==> src/sv/i2crb_pkg.sv <==
// ----------------------------------------------------------------------------
// i2crb_pkg
// Types and constants shared by the I2C slave register buffer.
// ----------------------------------------------------------------------------
package i2crb_pkg;

	localparam int BUF_DEPTH = 32;
	localparam int IDX_W     = $clog2(BUF_DEPTH);

	typedef logic [IDX_W-1:0] idx_t;
	typedef logic [7:0]       byte_t;

	typedef enum logic [2:0] {
		PH_IDLE      = 3'd0,
		PH_WR_ADDR   = 3'd1,
		PH_WR_OFFSET = 3'd2,
		PH_WR_COUNT  = 3'd3,
		PH_WR_DATA   = 3'd4,
		PH_RD_ADDR   = 3'd5,
		PH_RD_DATA   = 3'd6
	} phase_t;

	typedef enum logic [1:0] {
		OP_BUS   = 2'd0,
		OP_TX_WR = 2'd1,
		OP_RX_RD = 2'd2
	} op_t;

	typedef struct packed {
		logic   load;
		logic   tx_sel;
		logic   rx_sel;
		logic   tx_vld;
		logic   rx_vld;
		byte_t  count;
		phase_t phase;
	} s1_ctrl_t;

endpackage

==> src/sv/i2crb_in_if.sv <==
// ----------------------------------------------------------------------------
// i2crb_in_if
// Input item channel: bus byte events and host buffer accesses.
// ----------------------------------------------------------------------------
interface i2crb_in_if;
	logic       valid;
	logic       ready;
	logic [1:0] op;
	logic       data_not_address;
	logic       read_dir;
	logic       buffer_full;
	logic       start_seen;
	logic [7:0] bus_byte;
	logic [4:0] host_index;
	logic [7:0] host_data;

	modport source (
		output valid, op, data_not_address, read_dir, buffer_full, start_seen,
			bus_byte, host_index, host_data,
		input  ready
	);

	modport sink (
		input  valid, op, data_not_address, read_dir, buffer_full, start_seen,
			bus_byte, host_index, host_data,
		output ready
	);
endinterface

==> src/sv/i2crb_out_if.sv <==
// ----------------------------------------------------------------------------
// i2crb_out_if
// Result item channel: transmit load, host read data and protocol status.
// ----------------------------------------------------------------------------
interface i2crb_out_if;
	logic       valid;
	logic       ready;
	logic       tx_load;
	logic [7:0] tx_byte;
	logic [7:0] host_read_data;
	logic [7:0] announced_count;
	logic [2:0] protocol_state;

	modport source (
		output valid, tx_load, tx_byte, host_read_data, announced_count, protocol_state,
		input  ready
	);

	modport sink (
		input  valid, tx_load, tx_byte, host_read_data, announced_count, protocol_state,
		output ready
	);
endinterface

==> src/sv/i2crb_ram.sv <==
// ----------------------------------------------------------------------------
// i2crb_ram
// Generic single-clock RAM, one write port, one read port, registered read.
// ----------------------------------------------------------------------------
module i2crb_ram #(
	parameter int WIDTH = 8,
	parameter int DEPTH = 32
) (
	input  logic                     clk,
	input  logic                     we,
	input  logic [$clog2(DEPTH)-1:0] waddr,
	input  logic [WIDTH-1:0]         wdata,
	input  logic                     re,
	input  logic [$clog2(DEPTH)-1:0] raddr,
	output logic [WIDTH-1:0]         rdata
);

	logic [WIDTH-1:0] mem_q [DEPTH];

	always_ff @(posedge clk) begin
		if (we) begin
			mem_q[waddr] <= wdata;
		end
		if (re) begin
			rdata <= mem_q[raddr];
		end
	end

endmodule

==> src/sv/i2c_slave_register_buffer.sv <==
// ----------------------------------------------------------------------------
// i2c_slave_register_buffer
// Byte-level I2C slave sequencer fronting a receive and a transmit buffer.
//
//   channel  role   handshake      payload
//   req      sink   valid/ready    op, bus flags, bus_byte, host_index/data
//   rsp      source valid/ready    tx_load, tx_byte, host_read_data, status
//
// One item per cycle while rsp is not stalled; an item passes through stage 1,
// which reads the buffer RAMs (registered read), then the output register,
// which holds the result, so an empty stage 1 takes an item while one waits.
// Reset clears the sequencer and the per-entry valid bits; entries never
// written read as zero, so no clearing pass is needed.
// A stalled result holds stage 1 and its RAM read data.
// ----------------------------------------------------------------------------
module i2c_slave_register_buffer
	import i2crb_pkg::*;
(
	input  logic        clk,
	input  logic        arst_n,
	i2crb_in_if.sink    req,
	i2crb_out_if.source rsp
);

	phase_t          phase_q, phase_d;
	byte_t           base_q, base_d;
	byte_t           count_q, count_d;
	idx_t            widx_q, widx_d;
	idx_t            ridx_q, ridx_d;
	logic [BUF_DEPTH-1:0] rx_vld_q, tx_vld_q;

	logic     in_acc, s1_move;
	logic     valid_s1;
	s1_ctrl_t ctrl_s1, ctrl_d;

	logic  rx_we, tx_we;
	idx_t  rx_waddr, rx_raddr, tx_raddr, host_idx;
	byte_t rx_rdata, tx_rdata;

	logic  rsp_valid_q, rsp_load_q;
	byte_t rsp_tx_q, rsp_host_q, rsp_count_q;
	phase_t rsp_phase_q;

	logic wr_addr_ev, wr_data_ev, rd_addr_ev, rd_data_ev;

	assign s1_move   = valid_s1 && (!rsp_valid_q || rsp.ready);
	assign req.ready = !valid_s1 || s1_move;
	assign in_acc    = req.valid && req.ready;
	assign host_idx  = req.host_index[IDX_W-1:0];

	assign wr_addr_ev = !req.data_not_address && !req.read_dir && req.buffer_full
		&& req.start_seen;
	assign wr_data_ev = req.data_not_address && !req.read_dir && req.buffer_full;
	assign rd_addr_ev = !req.data_not_address && req.read_dir && !req.buffer_full
		&& req.start_seen;
	assign rd_data_ev = req.data_not_address && req.read_dir && !req.buffer_full;

	always_ff @(posedge clk or negedge arst_n) begin
		if (!arst_n) begin
			phase_q  <= PH_IDLE;
			base_q   <= '0;
			count_q  <= '0;
			widx_q   <= '0;
			ridx_q   <= '0;
			rx_vld_q <= '0;
			tx_vld_q <= '0;
		end else if (in_acc) begin
			phase_q <= phase_d;
			base_q  <= base_d;
			count_q <= count_d;
			widx_q  <= widx_d;
			ridx_q  <= ridx_d;
			if (rx_we) begin
				rx_vld_q[rx_waddr] <= 1'b1;
			end
			if (tx_we) begin
				tx_vld_q[host_idx] <= 1'b1;
			end
		end
	end

	always_comb begin
		phase_d  = phase_q;
		base_d   = base_q;
		count_d  = count_q;
		widx_d   = widx_q;
		ridx_d   = ridx_q;
		rx_we    = 1'b0;
		tx_we    = 1'b0;
		rx_waddr = (phase_q == PH_WR_COUNT) ? base_q[IDX_W-1:0] : widx_q;
		tx_raddr = (phase_q == PH_RD_ADDR) ? base_q[IDX_W-1:0] : ridx_q;
		rx_raddr = host_idx;
		ctrl_d   = '0;
		case (req.op)
			OP_TX_WR: begin
				tx_we = in_acc;
			end
			OP_RX_RD: begin
				ctrl_d.rx_sel = 1'b1;
			end
			OP_BUS: begin
				if (wr_addr_ev) begin
					phase_d = PH_WR_ADDR;
				end else if (wr_data_ev) begin
					case (phase_q)
						PH_WR_ADDR: begin
							base_d  = req.bus_byte;
							phase_d = PH_WR_OFFSET;
						end
						PH_WR_OFFSET: begin
							count_d = req.bus_byte;
							phase_d = PH_WR_COUNT;
						end
						PH_WR_COUNT, PH_WR_DATA: begin
							rx_we   = in_acc;
							widx_d  = rx_waddr + idx_t'(1);
							phase_d = PH_WR_DATA;
						end
						default: begin
						end
					endcase
				end else if (rd_addr_ev) begin
					phase_d     = PH_RD_ADDR;
					ctrl_d.load = 1'b1;
				end else if (rd_data_ev) begin
					if (phase_q == PH_RD_ADDR || phase_q == PH_RD_DATA) begin
						ctrl_d.load   = 1'b1;
						ctrl_d.tx_sel = 1'b1;
						ridx_d        = tx_raddr + idx_t'(1);
						phase_d       = PH_RD_DATA;
					end
				end
			end
			default: begin
			end
		endcase
		ctrl_d.tx_vld = tx_vld_q[tx_raddr];
		ctrl_d.rx_vld = rx_vld_q[rx_raddr];
		ctrl_d.count  = count_d;
		ctrl_d.phase  = phase_d;
	end

	i2crb_ram #(.WIDTH(8), .DEPTH(BUF_DEPTH)) u_rx_ram (
		.clk   (clk),
		.we    (rx_we),
		.waddr (rx_waddr),
		.wdata (req.bus_byte),
		.re    (in_acc),
		.raddr (rx_raddr),
		.rdata (rx_rdata)
	);

	i2crb_ram #(.WIDTH(8), .DEPTH(BUF_DEPTH)) u_tx_ram (
		.clk   (clk),
		.we    (tx_we),
		.waddr (host_idx),
		.wdata (req.host_data),
		.re    (in_acc),
		.raddr (tx_raddr),
		.rdata (tx_rdata)
	);

	always_ff @(posedge clk or negedge arst_n) begin
		if (!arst_n) begin
			valid_s1 <= 1'b0;
		end else if (req.ready) begin
			valid_s1 <= req.valid;
		end
	end

	always_ff @(posedge clk) begin
		if (in_acc) begin
			ctrl_s1 <= ctrl_d;
		end
	end

	always_ff @(posedge clk or negedge arst_n) begin
		if (!arst_n) begin
			rsp_valid_q <= 1'b0;
		end else if (s1_move) begin
			rsp_valid_q <= 1'b1;
		end else if (rsp.ready) begin
			rsp_valid_q <= 1'b0;
		end
	end

	always_ff @(posedge clk) begin
		if (s1_move) begin
			rsp_load_q  <= ctrl_s1.load;
			rsp_tx_q    <= (ctrl_s1.tx_sel && ctrl_s1.tx_vld) ? tx_rdata : '0;
			rsp_host_q  <= (ctrl_s1.rx_sel && ctrl_s1.rx_vld) ? rx_rdata : '0;
			rsp_count_q <= ctrl_s1.count;
			rsp_phase_q <= ctrl_s1.phase;
		end
	end

	assign rsp.valid           = rsp_valid_q;
	assign rsp.tx_load         = rsp_load_q;
	assign rsp.tx_byte         = rsp_tx_q;
	assign rsp.host_read_data  = rsp_host_q;
	assign rsp.announced_count = rsp_count_q;
	assign rsp.protocol_state  = rsp_phase_q;

	a_one_write: assert property (@(posedge clk) disable iff (!arst_n)
		!(rx_we && tx_we))
		else $error("both buffers written by one item");

	a_tx_zero: assert property (@(posedge clk) disable iff (!arst_n)
		rsp.valid && !rsp.tx_load |-> rsp.tx_byte == 8'd0)
		else $error("transmit byte without load");

	a_one_source: assert property (@(posedge clk) disable iff (!arst_n)
		rsp.valid && rsp.host_read_data != 8'd0 |-> !rsp.tx_load)
		else $error("host read and transmit load in one result");

	a_first_write: assert property (@(posedge clk) disable iff (!arst_n)
		in_acc && rx_we && phase_q == PH_WR_COUNT
		|=> widx_q == $past(base_q[IDX_W-1:0]) + idx_t'(1))
		else $error("write pointer not started at offset");

endmodule
==> src/flat_wrapper.sv <==
// flat-port wrapper written by rule: the top's interface ports become plain ports
module i2c_slave_register_buffer_flat import i2crb_pkg::*;
  (clk, arst_n, req_valid, req_op, req_data_not_address, req_read_dir, req_buffer_full, req_start_seen, req_bus_byte, req_host_index, req_host_data, req_ready, rsp_valid, rsp_tx_load, rsp_tx_byte, rsp_host_read_data, rsp_announced_count, rsp_protocol_state, rsp_ready);
  i2crb_in_if req_i ();
  i2crb_out_if rsp_i ();
  input  logic clk;
  input  logic arst_n;
  input wire logic [$bits(req_i.valid)-1:0] req_valid;
  input wire logic [$bits(req_i.op)-1:0] req_op;
  input wire logic [$bits(req_i.data_not_address)-1:0] req_data_not_address;
  input wire logic [$bits(req_i.read_dir)-1:0] req_read_dir;
  input wire logic [$bits(req_i.buffer_full)-1:0] req_buffer_full;
  input wire logic [$bits(req_i.start_seen)-1:0] req_start_seen;
  input wire logic [$bits(req_i.bus_byte)-1:0] req_bus_byte;
  input wire logic [$bits(req_i.host_index)-1:0] req_host_index;
  input wire logic [$bits(req_i.host_data)-1:0] req_host_data;
  output wire logic [$bits(req_i.ready)-1:0] req_ready;
  output wire logic [$bits(rsp_i.valid)-1:0] rsp_valid;
  output wire logic [$bits(rsp_i.tx_load)-1:0] rsp_tx_load;
  output wire logic [$bits(rsp_i.tx_byte)-1:0] rsp_tx_byte;
  output wire logic [$bits(rsp_i.host_read_data)-1:0] rsp_host_read_data;
  output wire logic [$bits(rsp_i.announced_count)-1:0] rsp_announced_count;
  output wire logic [$bits(rsp_i.protocol_state)-1:0] rsp_protocol_state;
  input wire logic [$bits(rsp_i.ready)-1:0] rsp_ready;
  assign req_i.valid = req_valid;
  assign req_i.op = req_op;
  assign req_i.data_not_address = req_data_not_address;
  assign req_i.read_dir = req_read_dir;
  assign req_i.buffer_full = req_buffer_full;
  assign req_i.start_seen = req_start_seen;
  assign req_i.bus_byte = req_bus_byte;
  assign req_i.host_index = req_host_index;
  assign req_i.host_data = req_host_data;
  assign req_ready = req_i.ready;
  assign rsp_valid = rsp_i.valid;
  assign rsp_tx_load = rsp_i.tx_load;
  assign rsp_tx_byte = rsp_i.tx_byte;
  assign rsp_host_read_data = rsp_i.host_read_data;
  assign rsp_announced_count = rsp_i.announced_count;
  assign rsp_protocol_state = rsp_i.protocol_state;
  assign rsp_i.ready = rsp_ready;
  i2c_slave_register_buffer u_core (.clk(clk), .arst_n(arst_n), .req(req_i), .rsp(rsp_i));
endmodule
==> config.mk <==
export PLATFORM = sky130hd
export DESIGN_NAME = i2c_slave_register_buffer_flat
export DESIGN_NICKNAME = d
export VERILOG_FILES = /design/src/sv/i2crb_pkg.sv /design/src/sv/i2crb_in_if.sv /design/src/sv/i2crb_out_if.sv /design/src/sv/i2crb_ram.sv /design/src/sv/i2c_slave_register_buffer.sv /design/src/flat_wrapper.sv
export SDC_FILE = /design/constraint.sdc
export NUM_CORES = 1
export LEC_CHECK = 0
export ABC_AREA = 1
export BUFFER_PORTS_ARGS = -buffer_cell sky130_fd_sc_hd__buf_2
export CORE_MARGIN = 3
export CORE_UTILIZATION = 45
export DETAILED_ROUTE_END_ITERATION = 12
export GPL_TIMING_DRIVEN = 0
export SETUP_SLACK_MARGIN = 0.3
export SLEW_MARGIN = 20
export SYNTH_ARGS = -nofsm -noshare
export SYNTH_HDL_FRONTEND = slang
export SYNTH_SLANG_ARGS = --single-unit
export TNS_END_PERCENT = 30
==> constraint.sdc <==
create_clock -name clk -period 4.3 [get_ports clk]
set_clock_uncertainty 0.05 [all_clocks]
set_input_delay 0.86 -clock clk [delete_from_list [all_inputs] [get_ports clk]]
set_output_delay 0.86 -clock clk [all_outputs]
set_load 0.03 [all_outputs]
# After elaboration in Yosys (flattened, before gate mapping)
# Memories as Yosys holds them, arrays and structs flattened. A register that Yosys moved wholly into a read port is not among the register bits.
# Index checks and enable logic that the tools add are counted.
# totals
elab_cells	115
regBits	136
memories	2
output_inout_bits	30
input_bits	31
mem_bits_rw	512
# classes
n_mux	36
n_eq_ne	8
n_lt_le_gt_ge	5
n_addsub	2
bitwise	7
n_reduce_logical	34
# mem_list
memory	words	word_bits	rd	rd_ports_with_merged_regs	wr	line	source
u_core.u_rx_ram.mem_q	32	8	1	1	1	i2crb_ram.sv:18	logic [WIDTH-1:0] mem_q [DEPTH];
u_core.u_tx_ram.mem_q	32	8	1	1	1	i2crb_ram.sv:18	
# op_table
operator	count
$or A32 B32 Y32	2
$mux W8	4
$lt A5 B6 Y1 const B	3
$mux W3	6
$mux W1	17
$logic_and A1 B1 Y1	16
$add A5 B1 Y5 const B	2
$bmux W1 S5	2
$demux W1 S5	2
$ge A5 B1 Y1 const B	2
$mux W5	2
$reduce_and A5 Y1	2
$eq A3 B3 Y1 const B	3
$pmux W3 S3	1
$reduce_and A7 Y1	1
$eq A3 B2 Y1 const B	2
$logic_not A1 Y1	5
$not A1 Y1	5
$reduce_or A5 Y1	1
$mux W2	2
$reduce_and A2 Y1	2
$eq A3 B1 Y1 const B	1
$logic_or A1 B1 Y1	3
$reduce_or A3 Y1	1
other kinds (5)	5

# Logic depth before layout (Yosys ltp)
# Gate-level depths: netlist of the first run.
# depth
ltp_word	11
ltp_mapped	15
ltp_nobuf	12

# By module
# Synthesis of the first run repeated with hierarchy kept, for this count alone.
# hier_totals
hier_cells	2512
hier_area_um2	27904.3
# by_module_without_submodules
module	cells_each	area_each_um2	instances	seq_area_each_um2
i2crb_ram	922	10866.7	2	7927.6
i2c_slave_register_buffer	668	6170.9	1	3623.5

# Worst setup path after synthesis of the first run
# No wires, ideal clock.
# synth_path
path_type	in2reg
startpoint	input rsp_ready
endpoint	register u_core.ctrl_s1[0] (netlist bit), enable pin
arrival_time_ns	2.581
setup_time_ns	0.408
t_required_ns	3.842
stages	5
slack_ns	1.261
cell_sequence	inv_1 -> nand3_1 -> nand2_1 -> inv_1 -> clkbuf_1
# synth_via
elab_chain_cells	4
# synth_rtl
item	line	source
from (decl)	flat_wrapper.sv:24	input wire logic [$bits(rsp_i.ready)-1:0] rsp_ready;
$logic_or A1 B1 Y1	i2c_slave_register_buffer.sv:46	assign s1_move = valid_s1 && (!rsp_valid_q || rsp.ready);
$logic_and A1 B1 Y1	i2c_slave_register_buffer.sv:46	
$logic_or A1 B1 Y1	i2c_slave_register_buffer.sv:47	assign req.ready = !valid_s1 || s1_move;
named net req_ready	flat_wrapper.sv:17	output wire logic [$bits(req_i.ready)-1:0] req_ready;
$logic_and A1 B1 Y1	i2c_slave_register_buffer.sv:48	assign in_acc = req.valid && req.ready;
named net u_core.in_acc	i2c_slave_register_buffer.sv:32	logic in_acc, s1_move;
to (signal assigned)	i2c_slave_register_buffer.sv:173	ctrl_s1 <= ctrl_d;
to (decl)	i2c_slave_register_buffer.sv:34	s1_ctrl_t ctrl_s1, ctrl_d;
# The timed path passes the listed nets, and every way through them passes these cells.
# A chain may end at the register's enable or synchronous reset.

# Worst setup path in the final report of the first run
# layout_path
startpoint	register u_core.phase_q[2]
endpoint	memory u_core.u_rx_ram.mem_q[23][6], enable pin
# layout_via
elab_chain_cells	8
word_cells_on_any_way	10
# layout_rtl
item	line	source
from (decl)	i2c_slave_register_buffer.sv:25	phase_t phase_q, phase_d;
from (signal assigned)	i2c_slave_register_buffer.sv:68	phase_q <= phase_d;
$eq A3 B3 Y1 or $eq A3 B2 Y1 (tied branches)	i2c_slave_register_buffer.sv:105, i2c_slave_register_buffer.sv:90	
$reduce_or A2 Y1	i2c_slave_register_buffer.sv:105	case (phase_q)
$mux W1	i2c_slave_register_buffer.sv:105	
$mux W1	i2c_slave_register_buffer.sv:104	end else if (wr_data_ev) begin
$mux W1	i2c_slave_register_buffer.sv:102	if (wr_addr_ev) begin
$mux W1	i2c_slave_register_buffer.sv:94	case (req.op)
$mux W1	i2crb_ram.sv:21	if (we) begin
$mux W1 (not written as such)	i2crb_ram.sv:22	mem_q[waddr] <= wdata;
to (decl)	i2crb_ram.sv:18	
# Parallel ways exist; a longest one is shown, timed or not.

==> summary.txt, run 1 <==
Timing
  • Slew Limit Headroom: 27.3%
  • Period Utilization, post-route: 79.6%
  • Setup-failing EPs final: 0
  • Slew at the pin closest to its max-slew limit: 1.09 ns
  • Final hold vios: 0
  • Crit path time final: 3.42 ns
  • Fmax: 292 MHz
  • Max Slew Vio Count: 0
  • Hold Worst Slack: 0.0717 ns
  • Fin Setup TNS: 0 ns
  • Setup WS post-layout: 0.877 ns
  • RSZ-0062 raised after global routing: no

Floorplan
  • IO Count: 61
  • Full die area: 63300 sq um
  • Chip Width: 252 microns
  • Initial Utilization: 45.7%
  • Row count: 89
  • Chip height: 252 microns
  • Core box area: 59400 sq um

Synthesis
  • Avg Cell Area, Syn: 12.0 sq um
  • EDFF count, synth: 572
  • Area contributors post-synth: edfxtp_1, dfrtp_1, nand2_1, nand3_1, a22oi_1
  • Post-synth top area share: 63.3%
  • Fraction of registers with async set/reset: 13.9%
  • Main synth FF type: edfxtp_1
  • Synth unique cells: 40
  • Post-Syn Area: 27100 sq um
  • Synth Instances: 2264
  • Post-synthesis register bit count: 664
  • Synth area leader: edfxtp_1
  • Post-synthesis sequential area ratio: 71.8%
  • Synth Net Count: 2299
  • YS warnings: 0

Layout
  • Finished Layout Cells: 3225
  • Area Growth Syn to Fin: 12.9%
  • Layout cells sized above 1: 12.4%
  • Nets: 2434
  • Fin util: 51.6%
  • Fillers: 5140
  • ANT cells: 0

Power and ir drop
  • Total power per unit cell area: 494 nW/um^2
  • Worst IR Drop VDD: 0.312 mV
  • P_leak: 0.0120 uW

Route
  • Mean number of vias per cell: 5.57
  • Drt total wl: 76800 microns
  • Antenna-violating nets left: 0
  • Remaining DRCs: 0
  • Avg WL per Cell: 23.8 microns
  • DR pass1 iterations: 5
  • Vias: 18000
  • Drt first-iter violations: 1919

Min path
  • Hold WC Path Type: in2async

Worst setup path
  • Worst-path fanout max: 10
  • Crit path kind: reg2reg
  • Setup crit end kind: flip-flop
  • Crit path to: u_core.u_rx_ram.mem_q[23][6]
  • Worst EP arrival: 3.59 ns
  • Required time worst endpoint: 4.47 ns
  • Crit path launch type: flip-flop
  • Reg2reg start: u_core.phase_q[2]
  • Reg2Reg Setup Slack: 0.88 ns
  • Critical Path Source: u_core.phase_q[2]
  • Reg2reg path depth: 11
  • Worst reg2reg path endpoint: u_core.u_rx_ram.mem_q[23][6]

Clock tree
  • Clock Pin Slew Worst Setup and Hold Paths: 0.05 ns
  • Post-cts sizing count: 0
  • CTS tree: yes
  • Clock Latency Late Sink: 0.61 ns
  • CTS hold repair buffers: 0
  • Worst-case clock buffer depth: 3
  • Post CTS Setup Buffer Count: 0
  • Clock Sinks: 664
  • H-tree Lvls: 3
  • Clock root cell: clkbuf_16
  • TritonCTS Buffers: 71

Placement
  • HPWL after DPL: 51400 microns
  • Port Buffers: 59
  • Dpl cells: 3099
  • Place WS: 0.329 ns
  • Routability Congestion: 0.940

Global route
  • Total track usage: 24.2%
  • Initial antenna violation count: 1
  • Vias in the first global route: 17400
  • First-pass GRT wire length: 113000 microns
  • Largest net degree at the start of global routing: 73
  • Gr ovfl total: 0

Outcome
  • Status: completed

Run
  • Max Cap Viol: 0
[cells by family (layout without fill, tap and decap cells)]
family                   after synthesis  after routing  share of synthesized area [%]
flip-flops                           664            664                           71.8
adder cells (fa/ha/maj)                4              4                          0.184
AND/OR/NAND/NOR                      966            966                           15.7
AO/OA/AOI/OAI                        287            287                           6.79
buffers and inverters                341            529                           5.52
XOR/XNOR                               1              1                         0.0323
multiplexers                           1              1                         0.0369
[worst min path at each step]
| stage | start | end | slack, ns | depth (start not counted) |
|---|---|---|---|---|
| after floorplan | u_core.ctrl_s1[3] | u_core.rsp.announced_count[0] | 0.35 | 0 |
| after global placement | u_core.ctrl_s1[0] | u_core.rsp.protocol_state[0] | 0.35 | 0 |
| after detailed placement | u_core.ctrl_s1[7] | u_core.rsp.announced_count[4] | 0.36 | 0 |
| after CTS | arst_n | u_core.tx_vld_q[17] | 0.04 | 1 |
| after global routing | arst_n | u_core.tx_vld_q[17] | 0.05 | 1 |
| final | arst_n | u_core.tx_vld_q[23] | 0.07 | 1 |
[per-layer routing]
metal / up-vias / share of wire [%] / track usage (%)
li1: 8198 / - / -
met1: 8874 / 42 / 32.7
met2: 737 / 48 / 40.0
met3: 155 / 6.4 / 3.68
met4: 0 / 3.8 / 9.18
met5: - / 0 / 0
[state kept, by name (all words and copies together), names as in the netlist]
name                        cells
u_core.ctrl_s1                 16
u_core.u_rx_ram.mem_q         256
u_core.rsp.valid                1
u_core.u_tx_ram.rdata           8
u_core.u_rx_ram.rdata           8
u_core.rsp.tx_byte              8
u_core.widx_q                   5
u_core.rsp.tx_load              1
u_core.base_q                   5
u_core.tx_vld_q                32
u_core.count_q                  8
u_core.rx_vld_q                32
u_core.rsp.announced_count      8
u_core.rsp.host_read_data       8
u_core.rsp.protocol_state       3
u_core.u_tx_ram.mem_q         256
u_core.valid_s1                 1
u_core.phase_q                  3
u_core.ridx_q                   5
[metrics by stage]
step | power [uW] | area [sq um]
after floorplan | 8610 | 27100
final | 15100 | 30700
after detailed placement | 9480 | 28500
after global routing | 15600 | 30700
after CTS | 15200 | 30700
after global placement | 9440 | 28400
[placed cells by master, fill, tap and decap left out, types with 8 or more instances in the layout]
cell	n
o21ai_0	57
nand2_1	474
nor2_1	100
a21oi_1	72
clkbuf_1	54
nand3b_1	8
o221ai_1	8
clkinv_1	11
dfrtp_1	92
or2_2	31
nand3_1	293
nor3_1	19
edfxtp_1	572
clkbuf_16	73
inv_2	11
inv_1	211
nand2_2	8
buf_2	104
buf_4	20
or2_1	16
buf_6	12
clkinv_2	10
a22oi_1	136
[where the power goes]
group | switching, uW | internal, uW
Combinational | 1560 | 568
Sequential | 58.9 | 7180
Clock | 2460 | 3300
[cell type report]
type | count | area [sq um] | area share [%]
clock buffer | 98 | 1950 | 6.36
tap | 773 | 967 | 3.16
timing repair buffer | 62 | 377 | 1.23
buffer | 116 | 652 | 2.13
multi-input combinational | 1259 | 6180 | 20.1
inverter | 225 | 847 | 2.76
clock inverter | 28 | 203 | 0.661
sequential | 664 | 19500 | 63.6
[cell usage after synthesis (all sizes together) (33+ instances only)]
| cell | n |
|---|---|
| edfxtp | 572 |
| nand2 | 483 |
| nand3 | 296 |
| inv | 223 |
| a22oi | 136 |
| nor2 | 105 |
| dfrtp | 92 |
| buf | 83 |
| a21oi | 73 |
| o21ai | 64 |
| or2 | 48 |
| clkbuf | 33 |
[critical path, stage by stage, from the launching register on]
cell,delay [ns]
dfrtp_1,0.36
buf_4,0.17
inv_2,0.10
nand3_2,0.13
buf_4,0.20
o21ai_0,0.47
ha_1,0.29
inv_1,0.06
nor2_1,0.13
inv_1,0.11
buf_2,0.26
nor2_1,0.72
Power figures use the tool's default switching activity.
==> run 2, diff against run 1 <==
ABC_AREA = 0   (was 1)
clock period = 2.85 ns   (was 4.3 ns; I/O delays follow)
==> run 2 against run 1 <==
Net effect: register-to-register slack got worse by 0.74 ns; largest cell class unchanged; worst setup slack got worse by 0.74 ns; global-route usage increased by 1.3 points; clock-buffer cell count decreased by 7; sequential cell count unchanged.
==> summary.txt, run 2 <==
Outcome
  • Status: completed

Synthesis
  • Synth Net Count: 1742 (-24%)
  • Synth Instances: 1707 (-25%)
  • YS warnings: 0 (unchanged)
  • Avg Cell Area, Syn: 16.0 sq um (+34%)
  • EDFF count, synth: 572 (unchanged)
  • Synth unique cells: 59 (+48%)
  • Most used standard cell by instance count after synthesis: edfxtp_1
  • Most frequent cells after synthesis: edfxtp_1, nand2_1, nor2_1
  • Area contributors post-synth: edfxtp_1, dfrtp_1, mux4_2, mux2_2, nand2_1
  • Synth area leader: edfxtp_1
  • Post-synth top area share: 62.8% (-0.48 points)
  • Post-synthesis register bit count: 664 (unchanged)
  • Post-synthesis sequential area ratio: 71.2% (-0.54 points)
  • Main synth FF type: edfxtp_1
  • Fraction of registers with async set/reset: 13.9% (unchanged)
  • Post-Syn Area: 27300 sq um (+0.76%)

Route
  • Antenna-violating nets left: 0 (unchanged)
  • Drt first-iter violations: 1965 (+2.4%)
  • DR pass1 iterations: 5 (unchanged)
  • Avg WL per Cell: 29.7 microns (+25%)
  • Remaining DRCs: 0 (unchanged)
  • Vias: 16800 (-6.3%)
  • Mean number of vias per cell: 6.15 (+10%)
  • Drt total wl: 81400 microns (+5.9%)

Worst setup path
  • Cells along the critical path: buf_6 -> nand3b_4 -> buf_6 -> mux2i_4 -> buf_12 -> buf_12 -> buf_12 -> nand2_2 -> a32oi_1 -> nand4_1 -> a32oi_4
  • Worst-path fanout max: 6 (-4)
  • Reg2reg start: u_core.phase_q[0]
  • Required time worst endpoint: 3.22 ns (-1.25 ns)
  • Crit path kind: reg2reg
  • Slowest-stage cell, CP: dfrtp_1
  • Most frequent cell on the critical path: buf_12
  • Setup crit end kind: flip-flop
  • Worst reg2reg path endpoint: u_core.u_tx_ram.rdata[2]
  • Crit path launch type: flip-flop
  • Reg2Reg Setup Slack: 0.13 ns (-0.74 ns)
  • Worst EP arrival: 3.09 ns (-0.50 ns)
  • Reg2reg path depth: 11 (unchanged)
  • Max incr delay on CP: 0.40 ns (-0.32 ns)

Layout
  • Commonest cells after routing, fill and taps aside: edfxtp_1, nand2_1, dfrtp_1
  • Fin util: 55.6% (+4.0 points)
  • Nets: 1943 (-20%)
  • Layout cells sized above 1: 34.4% (+22 points)
  • Regs by FF count: u_core.u_rx_ram.mem_q: 256 flops, u_core.u_tx_ram.mem_q: 256 flops
  • Area Growth Syn to Fin: 21.2%
  • Leading cell type in the layout, fill and taps excluded: edfxtp_1
  • Finished Layout Cells: 2739 (-15%)

Timing
  • Slew Limit Headroom: 27.2% (-0.067 points)
  • RSZ-0062 raised after global routing: yes
  • Hold Worst Slack: 0.148 ns (+0.0768 ns)
  • Period Utilization, post-route: 95.3% (+16 points)
  • Fin Setup TNS: 0 ns (unchanged)
  • Fmax: 368 MHz (+26%)
  • Max Slew Vio Count: 0 (unchanged)
  • Slew at the pin closest to its max-slew limit: 1.09 ns (+0.00502 ns)
  • Crit path time final: 2.72 ns (-0.706 ns)
  • Setup-failing EPs final: 0 (unchanged)
  • Final hold vios: 0 (unchanged)

Global route
  • Largest net degree at the start of global routing: 49 (-33%)
  • First-pass GRT wire length: 116000 microns (+3.1%)
  • Initial antenna violation count: 5 (+4)
  • Gr ovfl total: 0 (unchanged)
  • Vias in the first global route: 16500 (-5.1%)
  • Total track usage: 25.5% (+1.3 points)

Power and ir drop
  • P_leak: 0.0114 uW (-5.0%)
  • Sequential power share: 46.2% (-1.6 points)
  • Clock share of power: 38.1% (about the same)
  • P_int: 17300 uW (+57%)
  • Total power per unit cell area: 714 nW/um^2 (+45%)
  • Sw Ratio: 26.8% (-0.17 points)
  • Worst IR Drop VDD: 0.492 mV (+58%)
  • Comb pwr share: 15.7% (+1.6 points)
  • Net Switching: 6350 uW (+55%)

Floorplan
  • Full die area: 63800 sq um (+0.74%)
  • Core box area: 59600 sq um (+0.38%)
  • Initial Utilization: 45.9% (+0.18 points)
  • IO Count: 61 (unchanged)
  • Chip height: 253 microns (+0.37%)
  • Chip Width: 253 microns (+0.37%)
  • Row count: 89 (unchanged)

Clock tree
  • Clock Sinks: 664 (unchanged)
  • Worst-case clock buffer depth: 3 (unchanged)
  • Clock root cell: clkbuf_16
  • Clock Latency Late Sink: 0.62 ns (about the same)
  • TritonCTS Buffers: 71 (unchanged)
  • CTS tree: yes
  • H-tree Lvls: 3 (unchanged)
  • Clock Pin Slew Worst Setup and Hold Paths: 0.06 ns (about the same)

Placement
  • Port Buffers: 60 (+1.7%)
  • Routability Congestion: 0.931 (-0.92%)
  • HPWL after DPL: 52300 microns (+1.7%)
  • Dpl cells: 2543 (-18%)

Min path
  • Worst min-delay path startpoint: req_valid
  • Worst Hold Depth: 2
  • Hold WC Path Type: in2reg
  • Hold EP: u_core.valid_s1

Run
  • Max Cap Viol: 0 (unchanged)
## run 2: layout make-up
class | count | area, sq um
flip-flops and latches | 664 | 19500
plain buffers | 92 | 717
fillers | 4687 | 26400
multi-input cells | 958 | 8630
repair buffers | 118 | 1070
inverters | 3 | 11.3
diodes | 2 | 5.00
clock inverters | 38 | 384
clock buffers | 91 | 1890
well taps | 773 | 967
## run 2: layer usage
layer	GRT usage, %	up-vias	routed length [microns]
li1	-	7095	-
met1	34.8	8698	32700
met2	40.3	840	38300
met3	5.12	201	6640
met4	10.9	2	3700
met5	0	-	9
## run 2: cells by family after synthesis
logic type / after synthesis / synth area share [%]
mux: 208 / 12.1
buf+inv: 95 / 1.60
compound gates: 238 / 5.78
fa+ha+maj: 4 / 0.183
simple gates: 491 / 8.90
xor+xnor: 7 / 0.224
flops: 664 / 71.2
## run 2: how the worst max path moves through the flow
| stage | startpoint | to | slack, ns |
|---|---|---|---|
| 4_1_cts | u_core.phase_q[2] | u_core.u_rx_ram.mem_q[9][7] | 0.15 |
| 3_3_place_gp | req_host_index[1] | u_core.u_tx_ram.mem_q[18][1] | -1.22 |
| 3_5_place_dp | req_host_index[1] | u_core.u_tx_ram.mem_q[22][3] | -1.27 |
| 2_1_floorplan | rsp_ready | u_core.u_tx_ram.mem_q[12][0] | 0.06 |
| 6_report | u_core.phase_q[0] | u_core.u_tx_ram.rdata[2] | 0.13 |
| 5_1_grt | u_core.phase_q[0] | u_core.u_tx_ram.rdata[4] | 0.12 |
## run 2: critical path, delay by kind of cell (launching register included)
family	cells	cell delay [ns]
buf+inv	5	0.71
compound gates	2	0.61
simple gates	3	0.48
flops	1	0.40
mux	1	0.25
## run 2: power by group through the flow
stage / sequential (uW) / combinational (uW) / clock, uW
floorplan: 11200 / 1670 / 0
global placement: 11100 / 2940 / 0
detailed placement: 11100 / 2990 / 0
CTS: 10900 / 3640 / 9110
global route: 11000 / 3860 / 9510
finish: 10900 / 3710 / 9010
## run 2: per-stage QoR
step / cell area, sq um / total power (uW) / setup WS, ns
after global placement: 28600 / 14100 / -1.22
after detailed placement: 28700 / 14100 / -1.27
after global routing: 33100 / 24300 / 0.116
after floorplan: 27400 / 12800 / 0.0603
after CTS: 32900 / 23700 / 0.149
final: 33200 / 23700 / 0.133
## run 2: what timing repair did
action,CTS,global route
setup endpoints to repair,595,290
hold endpoints to repair,44,0
gates resized for setup,357,18
buffers inserted,42,10
hold buffers,1,0
cloned,8,4
pin swaps,58,24
